$ cat src/rtl/shop_pkg.sv
// Shared types and constants for the staggered hop accumulator.
// No dependencies; used by every module of the block.
package shop_pkg;

    localparam int PACK_W = 64;
    localparam int HALF_W = 32;
    localparam int CPX_N  = 3;
    localparam int CMD_DEPTH = 4;
    localparam int CMD_PTR_W = 2;

    // One classified item as passed from front to back.
    typedef struct packed {
        logic [PACK_W-1:0] l00;
        logic [PACK_W-1:0] l01;
        logic [PACK_W-1:0] l02;
        logic [PACK_W-1:0] l10;
        logic [PACK_W-1:0] l11;
        logic [PACK_W-1:0] l12;
        logic [PACK_W-1:0] v0;
        logic [PACK_W-1:0] v1;
        logic [PACK_W-1:0] v2;
        logic              neg;
        logic              back;
        logic              last;
    } cmd_t;

    typedef enum logic [2:0] {
        ST_IDLE,
        ST_THIRD,
        ST_ROW,
        ST_ACC,
        ST_EMIT
    } bk_state_t;

endpackage

$ cat src/rtl/shop_front.sv
// Front part: accepts input items and queues them for the back part.
// Depends on shop_pkg.
module shop_front (
    input  logic            clk,
    input  logic            rst_n,
    input  logic            push,
    output logic            full,
    input  shop_pkg::cmd_t  in_cmd,
    output logic            cmd_valid,
    input  logic            cmd_take,
    output shop_pkg::cmd_t  cmd
);

    shop_pkg::cmd_t                    mem [shop_pkg::CMD_DEPTH];
    logic [shop_pkg::CMD_PTR_W-1:0]    wr_reg, rd_reg;
    logic [shop_pkg::CMD_PTR_W:0]      cnt_reg;
    logic                              do_push, do_pop;

    assign full      = (cnt_reg == 3'(shop_pkg::CMD_DEPTH));
    assign cmd_valid = (cnt_reg != '0);
    assign do_push   = push && !full;
    assign do_pop    = cmd_take && cmd_valid;
    assign cmd       = mem[rd_reg];

    always_ff @(posedge clk)
    begin
        if (do_push)
        begin
            mem[wr_reg] <= in_cmd;
        end
    end

    always_ff @(posedge clk or negedge rst_n)
    begin
        if (!rst_n)
        begin
            wr_reg  <= '0;
            rd_reg  <= '0;
            cnt_reg <= '0;
        end
        else
        begin
            if (do_push) wr_reg <= wr_reg + 1'b1;
            if (do_pop)  rd_reg <= rd_reg + 1'b1;
            cnt_reg <= cnt_reg + {2'b0, do_push} - {2'b0, do_pop};
        end
    end

endmodule

$ cat config.mk
export PLATFORM = sky130hd
export DESIGN_NAME = shop_front
export DESIGN_NICKNAME = d
export VERILOG_FILES = /design/src/rtl/shop_pkg.sv /design/src/rtl/shop_front.sv
export SDC_FILE = /design/constraint.sdc
export NUM_CORES = 1
export LEC_CHECK = 0
export ABC_AREA = 1
export ABC_CLOCK_PERIOD_IN_PS = 23800
export BUFFER_PORTS_ARGS = -buffer_cell sky130_fd_sc_hd__buf_2
export CAP_MARGIN = 20
export CORE_MARGIN = 2
export CORE_UTILIZATION = 43
export CTS_CLUSTER_DIAMETER = 200
export DETAILED_ROUTE_END_ITERATION = 7
export PLACE_DENSITY_LB_ADDON = 0.15
export SLEW_MARGIN = 20
export SYNTH_ARGS = -nofsm -noshare
export SYNTH_HDL_FRONTEND = slang
export SYNTH_SLANG_ARGS = --single-unit
export TNS_END_PERCENT = 5
$ cat constraint.sdc
create_clock -name clk -period 23.8 [get_ports clk]
set_input_delay 2.38 -clock clk [delete_from_list [all_inputs] [get_ports clk]]
set_output_delay 2.38 -clock clk [all_outputs]
set_load 0.05 [all_outputs]
==> metrics.md <==
| Metric | Value |
|---|---|
| Max-slew headroom | `between 20% and 30%` |
| Post-CTS resize count | `0` |
| Worst Path Arrival | `~6200 ps` |
| P&R area growth vs syn | `16.81%` |
| Last weighted congestion value of the routability-driven placer | `around 0.8` |
| H-tree Lvls | `4` |
| Die ar. | `about 220000 sq um` |
| Worst-Margin Slew | `between 1000 and 1500 ps` |
| Pwr Total | `~16000 uW` |
| WHS Path Cells | `1` |
| Per-cell routed wire length | `just over 20 um` |
| Pwr/cell area | `between 150 and 200 nW/um^2` |
| Status | `completed` |
| Post-Syn Area | `90980 sq um` |
| Worst r2r dst | `mem[2][318]$_DFFE_PP_` |
| Slowest CP cell | `dfrtp_4` |
| Worst EP required | `around 21000 ps` |
| FF+latch area | `around 70000 sq um` |
| Count of pins over their slew limit | `0` |
| GR peak layer | `met2` |
| Top Ports | `between 1000 and 1500` |
| CTS tree | `done` |
| Max_cap viols | `0` |
| Slowest stage delay, CP | `1100 ps` |
| Fmax | `117.1 MHz` |
| Worst skew pair latency | `approximately 900 ps` |
| Worst r2r src | `cnt_reg[1]$_DFF_PN0_` |
| Initial core utilization | `between 40 and 50%` |
| Vias per cell | `between 4 and 5` |
| Remaining DRCs | `0` |
| Crit-path max FO | `218` |
| CTS Hold Bufs | `0` |
| Grt met3 use | `roughly 8.2%` |
| Pleak | `0.04175 uW` |
| RSZ-0062 raised after global routing | `no` |
| Syn_nets | `7983` |
| Layout cell share with drive strength beyond 1 | `between 15 and 20%` |
| Row count | `168` |
| Die X | `464.0 um` |
| Initial DRT Pass Iterations | `6` |
| Hold Slack | `513.0 ps` |
| # setup viols final | `0` |
| Setup bufs post-CTS | `0` |
| Number of global-route vias before repair | `around 53000` |
| Total Routing Usage GR | `a little over a fifth` |
| I/O Buffers | `1163` |
| Nets | `9059` |
| Synth warn | `0` |
| Root buffer cell | `clkbuf_16` |
| Grt met2 use | `34.28%` |
| First-pass GRT wire length | `around 350 mm` |
| 1st-iter DRT viols | `4410` |
| Hold Vio Cnt, Final | `0` |
| Worst min path class | `reg2reg` |
| Worst-path clk slew | `around 60 ps` |
| Most frequent cells in the layout | `2316 x edfxtp_1, 1756 x nand2_1, 1163 x buf_2` |
| Startpoint Class | `flip-flop` |
| Distinct cells, synth | `16` |
| Vias after detailed routing | `around 56000` |
| FILL cells | `18260` |
| Worst reg-to-reg setup slack | `between 15000 and 20000 ps` |
| Crit-path cells | `buf_12, buf_4, buf_12, buf_4, nor2_1, nor2_1, o21ai_0, nand2_1, buf_2` |
| DRT antenna net count | `0` |
| Met1 usage | `~26%` |
| Syn_area_per_cell | `~12 sq um` |
| Critical path type | `reg2out` |
| Crit path max-delay family | `buffers and inverters` |
| Final Util | `between 50% and 60%` |
| CTS Buffer Depth | `3` |
| Total routed wirelength | `about 240 mm` |
| Die Y | `around 460 um` |
| Min cycle time layout | `between 8000 and 9000 ps` |
| Largest net degree at the start of global routing | `about 220` |
| Clock skew | `71.07 ps` |
| Area share of the leading cell type in the synthesized netlist | `between 70 and 80%` |
| Clock Sinks | `2323` |
| CTS Buf Count | `~230` |
| Sequential element share of the synthesized area | `about three quarters` |
| Worst Path Buf+Inv | `5` |
| Number of flip-flops in the largest register | `2316` |
| Most common cell after layout, fill and taps aside | `edfxtp_1` |
| Hold Path Origin | `cnt_reg[0]$_DFF_PN0_` |
| Final worst path period share | `35.89%` |
| Register bit total from synthesis | `roughly 2300` |
| Top cell type by total area after synthesis | `edfxtp_1` |
| Crit. End Element | `primary output` |
| Worst Hold End | `cnt_reg[0]$_DFF_PN0_` |
| Grt ovf | `0` |
| Initial antenna violation count | `around 200` |
| R2R cell count | `8` |
| Final HPWL DP | `148.2 mm` |
| Synthesized instance count | `between 7000 and 8000` |
| Core area | `210000 sq um` |
| Peak supply drop | `~0.20 mV` |
| Top post-synthesis cells by area | `edfxtp_1 76%, nand2_1 7.2%, nor2_1 4.8%, o21ai_0 3.6%, o21ai_1 2.8%` |
| Multi-input combinational cell area | `roughly 17000 sq um` |
-- where the power goes --
| part | switching (uW) | total [uW] | internal, uW |
|---|---|---|---|
| sequential | 163 | 5540 | 5380 |
| combinational | 5740 | 7090 | 1350 |
| clock | 1540 | 3480 | 1940 |
| total | 7440 | 16100 | 8670 |
-- worst max-delay path by stage --
stage	cells past startpoint	startpoint	endpoint
2_1_floorplan	2	push	mem[0][0]$_DFFE_PP_
3_3_place_gp	9	rd_reg[0]$_DFFE_PN0P_	cmd[525]
3_5_place_dp	9	rd_reg[0]$_DFFE_PN0P_	cmd[525]
4_1_cts	9	rd_reg[0]$_DFFE_PN0P_	cmd[525]
5_1_grt	9	rd_reg[0]$_DFFE_PN0P_	cmd[525]
6_report	9	rd_reg[0]$_DFFE_PN0P_	cmd[525]
-- layout make-up --
class	count	area share, %
diodes	74	0.1743
clock buffers	297	5.673
clock inverters	124	1.126
inverters	596	2.119
multi-input cells	4089	15.91
flip-flops and latches	2323	65.61
well taps	2805	3.303
repair buffers	1228	6.089
-- through the flow --
step	cell area [sq um]	instances	setup slack, ps	TNS [ps]
CTS	106100	11460	15260	0
detailed placement	98860	11040	16270	0
global placement	98860	11040	16300	0
floorplan	90980	7393	-4201	-9729440
finish	106300	11540	15260	0
global route	106200	11500	14830	0
-- cells in the mapped netlist (all sizes together) --
cell / instances
edfxtp: 2316
nand3: 5
o21ai: 1158
fa: 1
nand2: 1756
ha: 6
inv: 596
nor2: 1163
buf: 225
clkbuf: 160
dfrtp: 7
-- cells by family (layout without fill, tap and decap cells) --
family	Yosys count	in the layout	synth area share, %
other	0	74	0
adders and majority gates	7	7	0.1045
AOI/OAI and AO/OA	1158	1158	6.370
buffers and inverters	981	2245	4.816
DFF	2323	2323	76.64
and+or+nand+nor	2924	2924	12.07
-- layer usage --
layer  part of all wire [%]  vias up
li1                       -    27260
met1                     39    26810
met2                     47     1608
met3                    9.4      576
met4                    4.0      142
met5                   0.38        -
(Power assumes the default switching activity.)
